**config.mk**
```make
export PLATFORM = sky130hd
export DESIGN_NAME = bbc_ram
export DESIGN_NICKNAME = d
export VERILOG_FILES = /design/src/hw/rtl/assert_macros.svh /design/src/hw/rtl/bbc_ram.sv
export SDC_FILE = /design/constraint.sdc
export NUM_CORES = 1
export LEC_CHECK = 0
export BUFFER_PORTS_ARGS = -buffer_cell sky130_fd_sc_hd__buf_2
export CORE_ASPECT_RATIO = 0.5
export CORE_UTILIZATION = 55
export CTS_CLUSTER_DIAMETER = 150
export DETAILED_ROUTE_END_ITERATION = 16
export GPL_TIMING_DRIVEN = 0
export PLACE_DENSITY = 0.73
export SETUP_SLACK_MARGIN = 0.3
export SLEW_MARGIN = 20
export SYNTH_ARGS = -nofsm -noshare
export SYNTH_HDL_FRONTEND = slang
export SYNTH_SLANG_ARGS = --single-unit
```
**constraint.sdc**
```tcl
create_clock -name clk -period 5.4 [get_ports clk]
set_input_delay 0.27 -clock clk [delete_from_list [all_inputs] [get_ports clk]]
set_output_delay 0.27 -clock clk [all_outputs]
set_load 0.02 [all_outputs]
```
**src/hw/rtl/assert_macros.svh**
```systemverilog
// Assertion macros shared by the buffer cache RTL.
// No dependencies; included by the modules that carry checks.
`ifndef ASSERT_MACROS_SVH
`define ASSERT_MACROS_SVH

// Check that is switched off while reset is high.
`define ASSERT_RST(lbl, clk, rst, prop, msg) \
  lbl: assert property (@(posedge clk) disable iff (rst) prop) else $error(msg);

// Check that holds at every edge, reset included.
`define ASSERT_ALW(lbl, clk, prop, msg) \
  lbl: assert property (@(posedge clk) prop) else $error(msg);

`endif

```
**src/hw/rtl/bbc_ram.sv**
```systemverilog
// Generic single-write, single-read RAM with registered read data.
// No dependencies.
`default_nettype none

module bbc_ram #(
  parameter int WIDTH = 8,
  parameter int DEPTH = 64,
  localparam int AW = (DEPTH > 1) ? $clog2(DEPTH) : 1
) (
  input  wire logic             clk,
  input  wire logic             we,
  input  wire logic [AW-1:0]    waddr,
  input  wire logic [WIDTH-1:0] wdata,
  input  wire logic             re,
  input  wire logic [AW-1:0]    raddr,
  output logic      [WIDTH-1:0] rdata
);

  logic [WIDTH-1:0] mem [DEPTH];

  always_ff @(posedge clk) begin
    if (we) begin
      mem[waddr] <= wdata;
    end
    if (re) begin
      rdata <= mem[raddr];
    end
  end

endmodule

`default_nettype wire

```
==> metrics.md <==
| Metric | Value |
|---|---|
| Status | finished clean |
| Critical-path top delay cell | clkbuf_1 |
| Fin crit period | just under 3 ns |
| Critical Path RT | between 5 and 6 ns |
| Slew Viols, Final | 0 |
| Setup Viol. Count Final | 0 |
| Setup_tns | 0 ns |
| Drt first-iter violations | around 1,600 |
| Simple-Gate Fraction of Synth Area | 0.0337 |
| Cells after synthesis | 940 |
| GRT Residual Overflow | 0 |
| Rows | 49 |
| Full die area | between 30,000 and 40,000 µm² |
| Via/cell ratio | about 6.6 |
| DIE HEIGHT | 138 µm |
| Synthesized net count | just under 1,000 |
| Hold buffers post-CTS | 0 |
| Synthesis-stage register bit count | 520 |
| Post-Synth Adder-Cell Area | 0 |
| Synth Area in Compound Gates | 0.0206 |
| Synth Area in XOR/XNOR | 0 |
| Top FF cell, synth | edfxtp_1 |
| Final ANT Viol Nets | 0 |
| DRC violations left | 0 |
| Pwr Total | between 0.007 and 0.008 W |
| P_leak | about 7 nW |
| Worst Setup End Kind | flip-flop |
| Critical-path cell list | buf_2 > buf_4 > clkbuf_1 > buf_2 > o221ai_1 > o21a_1 > o41ai_1 |
| Hold Crit Class | primary input to flip-flop |
| Post-CTS Resized | 0 |
| CTS Buf Count | 44 |
| Vias after detailed routing | 10,000 |
| F_max | 0.343 GHz |
| Synth cell types | 39 |
| IO Pins | 31 |
| Die width | 273 µm |
| PD cells | 358 nW/µm² |
| # clock sinks | 520 |
| Post-synth top area share | 0.771 |
| Worst-path clk slew | roughly 0.06 ns |
| RSZ-0062 raised after global routing | false |
| Slew margin rel. | 0.295 |
| Port-buffer cells | 22 |
| Largest family of logic cells by synthesized area | multiplexers |
| Wirelength, routed | ~48,000 µm |
| WS Path Type | primary input to flip-flop |
| Leading post-synthesis cells by cell area | edfxtp_1 (77%), mux4_2 (14%), nor2_1 (1.5%) |
| Initial Utilization | 0.561 |
| Core ar. | around 36,000 µm² |
| CP delay by family, top | buffers and inverters |
| CTS root buf | clkbuf_16 |
| Vias in the first global route | ~10,000 |
| Critical Path Fanout Max | 10 |
| Max Cap Viol | 0 |
| Sequential area share after synthesis | 0.771 |
| CP Buf/Inv Count | 4 |
| Type of origin of the critical path | primary input |
| Placed wire-length estimate | between 20,000 and 30,000 µm |
| Post-synthesis mux area share | 0.159 |
| First-pass GRT wire length | 67,900 µm |
| CTS max path bufs | 3 |
| Hold Fails Final Rpt | 0 |
| Most common cell in the netlist | edfxtp_1 |
| Largest net degree at the start of global routing | 65 |
| CTS tree | yes |
| Area growth syn-to-layout | 10.3% |
| Setup bufs post-CTS | 0 |
| Critical Path AT | between 3 and 4 ns |
| Dominant cell type by area after synthesis | edfxtp_1 |
| Crit path top cell by count | buf_2 |
| Core Util, Final | 0.619 |
| Fraction of the cycle the final worst path needs | 0.539 |
| Synth top cells by count | edfxtp_1 (520), mux4_2 (126), nor2_1 (83) |
| Peak supply drop | about 0.19 mV |
| Layout cells sized above 1 | 0.239 |
| Async set-reset flop share out of synthesis | 0 |
| Mean routed wirelength per cell | 31.3 µm |
| Initial antenna violation count | 2 |
| Fill cells | 2,381 |
| Synth Cell Area | 20,200 µm² |
| Slew at the pin with the worst max-slew slack | 1.06 ns |
| Hold WS | about 0.07 ns |
| GP Congestion | between 1 and 1.5 |
| Mapped Avg Cell Area | 21.5 µm² |
| Worst-Skew Late Latency | around 0.56 ns |
| Post-Route Skew | 0.00846 ns |
| Crit-path max cell delay | slightly above 0.7 ns |
| Number of synthesized flops with an enable pin | 520 |
| Nets | approximately 1,000 |
| First-pass detailed-route iteration total | 6 |
| H-tree levels | 2 |
| Total track usage | 0.261 |
| YS warnings | 0 |
## power by group
group | internal, W | switching (W)
Clock | 0.00168 | 0.00138
Combinational | 0.000157 | 0.000293
Sequential | 0.00447 | 0.00000887
Total | 0.00631 | 0.00168
## cells in the final DEF, fill, tap and decap left out, types with 14 or more instances in the layout
cell type	count
nor2b_1	14
edfxtp_1	520
buf_2	25
mux2i_1	23
mux4_2	126
nand2_1	19
clkbuf_1	32
buf_4	21
clkbuf_16	45
nor2_1	83
## through the flow
stage | setup WS [ns] | std cells | area, µm²
global placement | 2.11 | 1446 | 21000
detailed placement | 2.02 | 1446 | 21000
finish | 2.49 | 1526 | 22300
floorplan | 3.32 | 940 | 20200
CTS | 2.55 | 1525 | 22300
global route | 2.47 | 1526 | 22300
## registers in the layout, summed over array words and instances, names as in the netlist
signal	flops
mem	512
rdata	8
## per-layer routing
layer,GRT usage,share of wire
met1,0.360,0.38
met2,0.397,0.46
met3,0.0830,0.12
met4,0.0909,0.032
met5,0,0.00031
## logic make-up after synthesis
kind of cell | Yosys count
buffers and inverters | 51
flip-flops | 520
AND/OR/NAND/NOR | 153
AO/OA/AOI/OAI | 54
multiplexers | 162
## cell type report
type	instances	area, µm²	share of cell area
Buffer	51	317	0.0142
Clock buffer	60	1180	0.0529
Clock inverter	19	158	0.00706
Tap cell	484	606	0.0271
Antenna cell	1	2.50	0.000112
Timing Repair Buffer	22	130	0.00583
Sequential cell	520	15600	0.699
Multi-Input combinational cell	369	4330	0.194
## final timing paths
path | from | end | slack (ns) | depth (start not counted)
min reg2reg | mem[26][2]$_DFFE_PP_ | rdata[2]$_DFFE_PP_ | 1.01 | 4
min | re | rdata[6]$_DFFE_PP_ | 0.07 | 1
max reg2reg | mem[21][4]$_DFFE_PP_ | rdata[4]$_DFFE_PP_ | 2.96 | 5
max | raddr[2] | rdata[3]$_DFFE_PP_ | 2.49 | 7
Note: power is estimated with default switching activity, not from simulation.
