$ cat src/hw/rtl/assert_macros.svh
// Assertion macros shared by the buffer cache RTL.
// No dependencies; included by the modules that carry checks.
`ifndef ASSERT_MACROS_SVH
`define ASSERT_MACROS_SVH

// Check that is switched off while reset is high.
`define ASSERT_RST(lbl, clk, rst, prop, msg) \
  lbl: assert property (@(posedge clk) disable iff (rst) prop) else $error(msg);

// Check that holds at every edge, reset included.
`define ASSERT_ALW(lbl, clk, prop, msg) \
  lbl: assert property (@(posedge clk) prop) else $error(msg);

`endif

$ cat src/hw/rtl/bbc_pkg.sv
// Shared types, constants and helpers of the buffer cache directory.
// No dependencies.
`default_nettype none

package bbc_pkg;

  localparam int NUM_ENTRIES = 64;
  localparam int IDX_W = (NUM_ENTRIES > 1) ? $clog2(NUM_ENTRIES) : 1;
  localparam int OUT_IDX_W = 6;

  localparam logic [7:0] RC_MAX = 8'hFF;

  localparam logic [1:0] OP_READ    = 2'd0;
  localparam logic [1:0] OP_RELEASE = 2'd1;
  localparam logic [1:0] OP_PIN     = 2'd2;
  localparam logic [1:0] OP_UNPIN   = 2'd3;

  localparam logic [1:0] ST_OK    = 2'd0;
  localparam logic [1:0] ST_FULL  = 2'd1;
  localparam logic [1:0] ST_UNDER = 2'd2;

  typedef logic [IDX_W-1:0] idx_t;

  typedef struct packed {
    logic [7:0]  dev;
    logic [31:0] blk;
    logic        vld;
    logic [7:0]  rc;
    logic [31:0] rtime;
  } entry_t;

  localparam int ENTRY_W = $bits(entry_t);

  typedef struct packed {
    logic clr;
    logic en;
  } scan_ctl_t;

  typedef struct packed {
    logic   found;
    idx_t   match_idx;
    entry_t match_ent;
    logic   have_free;
    idx_t   best_idx;
    logic [31:0] best_time;
  } scan_res_t;

  // Contents of an entry that has not been written since reset.
  function automatic entry_t reset_entry(idx_t i);
    entry_t e;
    logic [IDX_W+31:0] wide;
    wide = {32'd0, i};
    e.dev = 8'd0;
    e.blk = wide[31:0];
    e.vld = 1'b0;
    e.rc = 8'd0;
    e.rtime = 32'd0;
    return e;
  endfunction

  function automatic logic [OUT_IDX_W-1:0] to_out_idx(idx_t i);
    logic [IDX_W+OUT_IDX_W-1:0] wide;
    wide = {{OUT_IDX_W{1'b0}}, i};
    return wide[OUT_IDX_W-1:0];
  endfunction

  function automatic idx_t from_in_idx(logic [OUT_IDX_W-1:0] i);
    logic [IDX_W+OUT_IDX_W-1:0] wide;
    wide = {{IDX_W{1'b0}}, i};
    return wide[IDX_W-1:0];
  endfunction

  function automatic logic [7:0] rc_inc(logic [7:0] rc);
    return (rc == RC_MAX) ? rc : rc + 8'd1;
  endfunction

endpackage

`default_nettype wire

$ cat src/hw/rtl/bbc_scan.sv
// Shared compare unit of the directory scan: tag match and oldest free entry.
// Depends on bbc_pkg and assert_macros.svh.
`default_nettype none
`include "assert_macros.svh"

module bbc_scan (
  input  wire logic              clk,
  input  wire logic              rst,
  input  wire bbc_pkg::scan_ctl_t ctl,
  input  wire bbc_pkg::entry_t   ent,
  input  wire bbc_pkg::idx_t     ent_idx,
  input  wire logic [7:0]        dev,
  input  wire logic [31:0]       blk,
  output bbc_pkg::scan_res_t     res
);
  import bbc_pkg::*;

  logic tag_eq;
  logic is_free;
  logic older;

  // one entry per cycle goes through these compares
  assign tag_eq  = (ent.dev == dev) && (ent.blk == blk);
  assign is_free = (ent.rc == 8'd0);
  assign older   = (ent.rtime < res.best_time);

  // running picks: first tag match, oldest free entry
  always_ff @(posedge clk) begin
    if (rst) begin
      res.found <= 1'b0;
      res.have_free <= 1'b0;
    end else if (ctl.clr) begin
      res.found <= 1'b0;
      res.have_free <= 1'b0;
    end else if (ctl.en) begin
      if (tag_eq && !res.found) begin
        res.found <= 1'b1;
        res.match_idx <= ent_idx;
        res.match_ent <= ent;
      end
      // strict less-than keeps the lowest index on ties
      if (is_free && (!res.have_free || older)) begin
        res.have_free <= 1'b1;
        res.best_idx <= ent_idx;
        res.best_time <= ent.rtime;
      end
    end
  end

  `ASSERT_RST(a_found_sticky, clk, rst, (res.found && !ctl.clr) |=> res.found, "match lost mid-scan")

endmodule

`default_nettype wire

$ cat config.mk
export PLATFORM = sky130hd
export DESIGN_NAME = bbc_scan
export DESIGN_NICKNAME = d
export VERILOG_FILES = /design/src/hw/rtl/bbc_pkg.sv /design/src/hw/rtl/bbc_scan.sv
export VERILOG_INCLUDE_DIRS = /design/src /design/src/hw/rtl
export SDC_FILE = /design/constraint.sdc
export NUM_CORES = 1
export LEC_CHECK = 0
export BUFFER_PORTS_ARGS = -buffer_cell sky130_fd_sc_hd__buf_2
export CAP_MARGIN = 10
export CORE_AREA = 2 2 115 117
export CTS_BUF_LIST = sky130_fd_sc_hd__clkbuf_4 sky130_fd_sc_hd__clkbuf_8 sky130_fd_sc_hd__clkbuf_16
export DETAILED_ROUTE_END_ITERATION = 10
export DIE_AREA = 0 0 117 119
export GPL_TIMING_DRIVEN = 0
export PLACE_DENSITY = 0.75
export SYNTH_ARGS = -nofsm -noshare
export SYNTH_HDL_FRONTEND = slang
export SYNTH_SLANG_ARGS = --single-unit
$ cat constraint.sdc
create_clock -name clk -period 3.9 [get_ports clk]
set_input_delay 0.78 -clock clk [delete_from_list [all_inputs] [get_ports clk]]
set_output_delay 0.78 -clock clk [all_outputs]
set_load 0.05 [all_outputs]
==> impl_metrics.csv, run 1 <==
group,metric,value,unit
timing,maxSlewHeadroom,34.62,%
logic_synthesis,synth_top_family_by_area,"adder cells",
timing,fin_crit_sh,92.99,%
clocking,cts_resized,0,
power_and_ir_drop,comb_power_share,5.2,%
die,io_pins,258,
critical_path,crit_start,"ent[14]",
logic_synthesis,synth.top_cells.by_area,"edfxtp_1 74%, ha_1 7.7%, xnor2_1 3.5%, xor2_1 2.9%, inv_1 2.6%",
logic_synthesis,synthAdderAreaFrac,7.669,%
die,fp.coreArea,12870,sq um
clocking,clk_latency,0.41,ns
logic_synthesis,seq_area_frac_synth,75.01,%
routing,ant_nets,0,
die,initial_core_util,39.28,%
die,row_count,42,
clocking,htreeDepth,4,
logic_synthesis,ys.flop_type,"edfxtp_1",
clocking,cts_setup_buffers,0,
logic_synthesis,yosysTopAreaCellShare,74.22,%
finish,fin_nets,739,
logic_synthesis,synth_seq_cells,127,
critical_path,cp-start-kind,"input pin",
power_and_ir_drop,p_total,3116,uW
logic_synthesis,synth_top_area_cell,"edfxtp_1",
run,max_cap_viol_count,0,
logic_synthesis,syn_area,5057,sq um
clocking,cts-buffers-inserted,17,
logic_synthesis,synthSimpleGateAreaFrac,4.429,%
global_route,grt_usage,17.41,%
finish,final_common_cell,"buf_2",
routing,vias,3563,
timing,tightest_slew,0.9807,ns
logic_synthesis,syn_inst,300,
logic_synthesis,synth_cell_type_count,28,
critical_path,arrival,3.64,ns
critical_path,endpoint_kind,"flop",
status,outcome,"finished, final reports clean",
timing,layout_min_cycle_time,3.626,ns
power_and_ir_drop,seq_power_share,48.1,%
global_route,grt_pass1_vias,3576,
routing,first_iter_violations,205,
clocking,tritoncts,"done",
min_path,hold_start,"res[38]",
clocking,cts-hold-fix-buffers,0,
logic_synthesis,synthArstFlopShare,0,%
routing,viasPerCell,4.651,
logic_synthesis,synth_xor_xnor_area_share,6.408,%
global_route,grt_max_degree,46,
finish,drive_above_1_share,49.32,%
logic_synthesis,syn_nets,462,
min_path,hold_class,"reg -> reg",
global_route,gr-total-overflow,0,
finish,utilization,55.46,%
critical_path,crit_type,"in -> reg",
critical_path,cp_max_fo,38,
die,die_area,13920,sq um
logic_synthesis,synth-edff-count,125,
logic_synthesis,syn-mean-instance-area,16.86,sq um
clocking,clk_path_buf_depth,2,
finish,antenna_cells,0,
clocking,cts_sinks,127,
global_route,grt_first_pass_wirelength,17660,microns
critical_path,required,3.91,ns
timing,fmax,275.7,MHz
clocking,path_clk_slew,0.05,ns
logic_synthesis,ys_warn_count,0,
timing,slew_viol_final,0,
die,die_h,119,microns
clocking,root_buffer,"clkbuf_16",
power_and_ir_drop,switching_share,20.94,%
logic_synthesis,synth_compound_area_share,3.884,%
routing,route.detailed.drc,0,
finish,top_register,"res",
power_and_ir_drop,power.share.clock,46.7,%
placement,finalWeightedCongestion,0.8255,
global_route,antenna_found_initial,0,
placement,port_buffers,257,
power_and_ir_drop,power.leakage,0.003092,uW
finish,final_cell_mix,"257 x buf_2, 125 x edfxtp_1, 35 x inv_1",
timing,rsz0062_at_grt,"false",
timing,skew,0.006287,ns
routing,routed_wl,11970,microns
logic_synthesis,synthMuxAreaShare,0,%
finish,syn2layout_area_growth,41.19,%
finish,largest_reg_flops,127,
routing,first_pass_iters,4,
power_and_ir_drop,powerDensity,436.3,nW/um^2
power_and_ir_drop,peakVddDrop,0.0002290,V
timing,setup_viol,0,
power_and_ir_drop,p_sw,652.4,uW
finish,reg.largest.list,"res: 127 flops",
placement,hpwl,9328,microns
power_and_ir_drop,p_int,2463,uW
timing,finalHoldViolations,0,
routing,wire_per_inst,15.63,microns
die,dieWidth,117,microns
critical_path,r2r_start,"res[14]",
==> cells by family after synthesis <==
family          count (synthesis)
flops                         127
simple gates                   41
xor+xnor                       37
buf+inv                        35
fa+ha+maj                      31
compound gates                 29
==> power groups by stage <==
stage	Combinational [uW]	Clock (uW)	Sequential, uW
2_1_floorplan	58.7	0	1530
3_3_place_gp	157	0	1530
3_5_place_dp	164	0	1530
4_1_cts	165	1480	1500
5_1_grt	182	1540	1500
6_report	163	1450	1500
==> critical path: stages <==
cell and delay (ns):
buf_2 0.11, ha_1 0.31, nand4_1 0.15, or4_1 0.58, nor4_1 0.31, a2111oi_0 0.19, o31a_1 0.30, o41a_2 0.89
==> metal layers <==
metal,vias up,part of all wire [%],GRT usage [%]
met3,23,8.5,5.445
met2,175,53,30.85
met5,-,0,0
li1,1700,-,-
met1,1665,35,18.21
met4,0,2.8,8.897
==> cell type report <==
class / count / area, sq um
Clock buffer: 18 / 432.9
Fill cell: 1067 / 5734
Tap cell: 176 / 220.2
Sequential cell: 127 / 3794
Multi-Input combinational cell: 138 / 1136
Clock inverter: 14 / 120.1
Inverter: 35 / 131.4
Timing Repair Buffer: 258 / 1306
==> final timing paths <==
path	endpoint	cells past startpoint	slack [ns]
max reg2reg	res[10]	8	0.37
max	res[10]	8	0.27
min reg2reg	res[38]	2	0.49
min	res[38]	2	0.49
==> metrics by stage <==
| step | hold slack [ns] | TNS [ns] | setup WS, ns | area [sq um] | cells |
|---|---|---|---|---|---|
| detailed placement | 0.4864 | -7.544 | -0.2022 | 6588 | 734 |
| finish | 0.4905 | 0 | 0.2735 | 7141 | 766 |
| global placement | 0.4768 | -31.95 | -0.6549 | 6565 | 733 |
| CTS | 0.4942 | 0 | 0.2138 | 7141 | 766 |
| global route | 0.5095 | 0 | 0.07750 | 7141 | 766 |
| floorplan | 0.6852 | 0 | 0.4258 | 5059 | 300 |
==> synth_stat cells, types with 3 or more instances <==
| cell type | n |
|---|---|
| nand4_1 | 10 |
| inv_1 | 35 |
| nand3_1 | 3 |
| edfxtp_1 | 125 |
| xor2_1 | 17 |
| o21ai_0 | 3 |
| nor4_1 | 9 |
| nand2_1 | 11 |
| a21o_1 | 3 |
| xnor2_1 | 20 |
| ha_1 | 31 |
| a21oi_1 | 10 |
(Power assumes the default switching activity.)
==> run 2: changes to the inputs <==
--- a/config.mk
+++ b/config.mk
@@ -6,14 +6,16 @@
 export SDC_FILE = /design/constraint.sdc
 export NUM_CORES = 1
 export LEC_CHECK = 0
+export ABC_CLOCK_PERIOD_IN_PS = 3900
 export BUFFER_PORTS_ARGS = -buffer_cell sky130_fd_sc_hd__buf_2
-export CAP_MARGIN = 10
+export CAP_MARGIN = 20
 export CORE_AREA = 2 2 115 117
 export CTS_BUF_LIST = sky130_fd_sc_hd__clkbuf_4 sky130_fd_sc_hd__clkbuf_8 sky130_fd_sc_hd__clkbuf_16
 export DETAILED_ROUTE_END_ITERATION = 10
 export DIE_AREA = 0 0 117 119
 export GPL_TIMING_DRIVEN = 0
 export PLACE_DENSITY = 0.75
+export REMOVE_ABC_BUFFERS = 1
 export SYNTH_ARGS = -nofsm -noshare
 export SYNTH_HDL_FRONTEND = slang
 export SYNTH_SLANG_ARGS = --single-unit
==> run 2 against run 1 <==
Compared with the run above:
- global-route usage up 0.57 points
- count of clock-buffer cells in the layout grew 2
- first-iteration DRC count down 35%
- sequential power about the same
- worst hold slack improved by 0.021 ns
- critical path depth stayed put
- routed wire length rose by 1.5%
- cell area increased by 0.65%
- total power up 3.8%
- largest cell class unchanged
- setup slack better by 0.073 ns
==> impl_metrics.csv, run 2 (synthesis gave the netlist of run 1 again) <==
group,metric,value,unit
die,die_h,119,microns
power_and_ir_drop,p_total,3234,uW
routing,wire_per_inst,15.87,microns
finish,utilization,55.82,%
critical_path,cp_max_fo,38,
clocking,cts-hold-fix-buffers,0,
timing,setup_viol,0,
routing,m1WireLength,4347,microns
clocking,tritoncts,"done",
global_route,grt_max_degree,53,
die,initial_core_util,39.28,%
clocking,path_clk_slew,0.05,ns
critical_path,required,3.92,ns
critical_path,cp-start-kind,"input pin",
critical_path,arrival,3.57,ns
clocking,cts_sinks,127,
timing,tightest_slew,0.9534,ns
timing,maxSlewHeadroom,36.44,%
timing,layout_min_cycle_time,3.553,ns
global_route,gr-total-overflow,0,
critical_path,r2r_slack,0.45,ns
power_and_ir_drop,peakVddDrop,0.0002383,V
power_and_ir_drop,power.share.clock,48.6,%
clocking,clk_path_buf_depth,2,
placement,finalWeightedCongestion,0.7907,
die,row_count,42,
routing,vias,3513,
placement,hpwl,9482,microns
clocking,cts_resized,0,
status,outcome,"finished, final reports clean",
timing,slew_viol_final,0,
finish,layout.cells.non_filler,766,
run,max_cap_viol_count,0,
power_and_ir_drop,p_sw,631.7,uW
die,die_area,13920,sq um
critical_path,endpoint_kind,"flop",
timing,rsz0062_at_grt,"false",
critical_path,ff2ff_path_depth,8,
timing,holdWs,0.5117,ns
finish,syn2layout_area_growth,42.11,%
clocking,cts_setup_buffers,0,
placement,port_buffers,257,
clocking,clk_latency,0.41,ns
global_route,grt_pass1_vias,3557,
clocking,htreeDepth,4,
power_and_ir_drop,comb_power_share,5.1,%
global_route,grt_first_pass_wirelength,18100,microns
routing,viasPerCell,4.586,
finish,final_common_cell,"buf_2",
critical_path,crit_type,"in -> reg",
die,fp.coreArea,12870,sq um
routing,first_pass_iters,4,
routing,ant_nets,0,
clocking,root_buffer,"clkbuf_16",
timing,fin_crit_sh,91.10,%
routing,dr_wl_met2,6657,microns
clocking,cts-buffers-inserted,17,
routing,wl_met3,842,microns
timing,setup_tns,0,ns
power_and_ir_drop,switching_share,19.53,%
routing,route.detailed.drc,0,
timing,finalHoldViolations,0,
finish,fillerInstances,1038,
power_and_ir_drop,seq_power_share,46.4,%
power_and_ir_drop,powerDensity,450.0,nW/um^2
finish,largest_reg_flops,127,
finish,register_area,3794,sq um
finish,multi_input_area,1136,sq um
timing,skew,0.008522,ns
power_and_ir_drop,p_int,2602,uW
timing,fmax,281.4,MHz
routing,first_iter_violations,134,
finish,fin_nets,739,
finish,top_register,"res",
die,io_pins,258,
finish,final_cell_mix,"257 x buf_2, 125 x edfxtp_1, 35 x inv_1",
min_path,hold_class,"reg -> reg",
routing,routed_wl,12160,microns
global_route,grt_usage,17.99,%
power_and_ir_drop,power.leakage,0.003125,uW
finish,drive_above_1_share,49.15,%
die,dieWidth,117,microns
finish,reg.largest.list,"res: 127 flops",
global_route,antenna_found_initial,1,
placement,placedCellCount,734,
finish,antenna_cells,0,
routing,top_layer_used,"met5",
min_path,hold_path_depth,2,
-- run 2: cell types whose count changed in the layout (fill, tap and decap cells not counted) --
cell        delta
bufinv_16      +2
inv_6          -1
clkbuf_4       +2
clkinv_1       +1
clkinv_4       -1
buf_16         +1
clkinvlp_4     -3
buf_12         -1
-- run 2: cell type report --
cell class,count,share of cell area [%]
clock buffer,20,6.233
clock inverter,12,2.002
tap,176,3.064
timing repair buffer,258,18.28
inverter,35,1.828
sequential,127,52.79
multi-input combinational,138,15.81
-- run 2: worst max-delay path, cell delays in order --
cell	delay (ns)
buf_2	0.12
ha_1	0.30
nand4_1	0.14
or4_1	0.56
nor4_1	0.31
a2111oi_0	0.17
o31a_1	0.29
o41a_2	0.86
-- run 2: final timing paths --
path	start	end
setup / recovery	ent[14]	res[36]
hold / removal	res[38]	res[38]
setup reg to reg	res[14]	res[36]
hold reg to reg	res[38]	res[38]
-- run 2: per-stage QoR --
stage / area [sq um] / setup WS, ns
after global routing: 7187 / 0.1766
final: 7187 / 0.3470
after detailed placement: 6595 / -0.1673
after CTS: 7187 / 0.2579
after global placement: 6564 / -1.295
after floorplan: 5057 / -0.1627
-- run 2: per-layer routing --
| layer | vias to the layer above | GRT usage, % |
|---|---|---|
| met3 | 24 | 6.616 |
| met2 | 166 | 32.41 |
| met4 | 2 | 8.162 |
| li1 | 1696 | - |
| met5 | - | 0 |
| met1 | 1625 | 18.12 |
-- run 2: power by group through the flow --
stage	Sequential (uW)	Clock [uW]	Combinational, uW
2_1_floorplan	1530	0	58.7
3_3_place_gp	1530	0	156
3_5_place_dp	1530	0	166
4_1_cts	1500	1610	166
5_1_grt	1500	1660	183
6_report	1500	1570	164
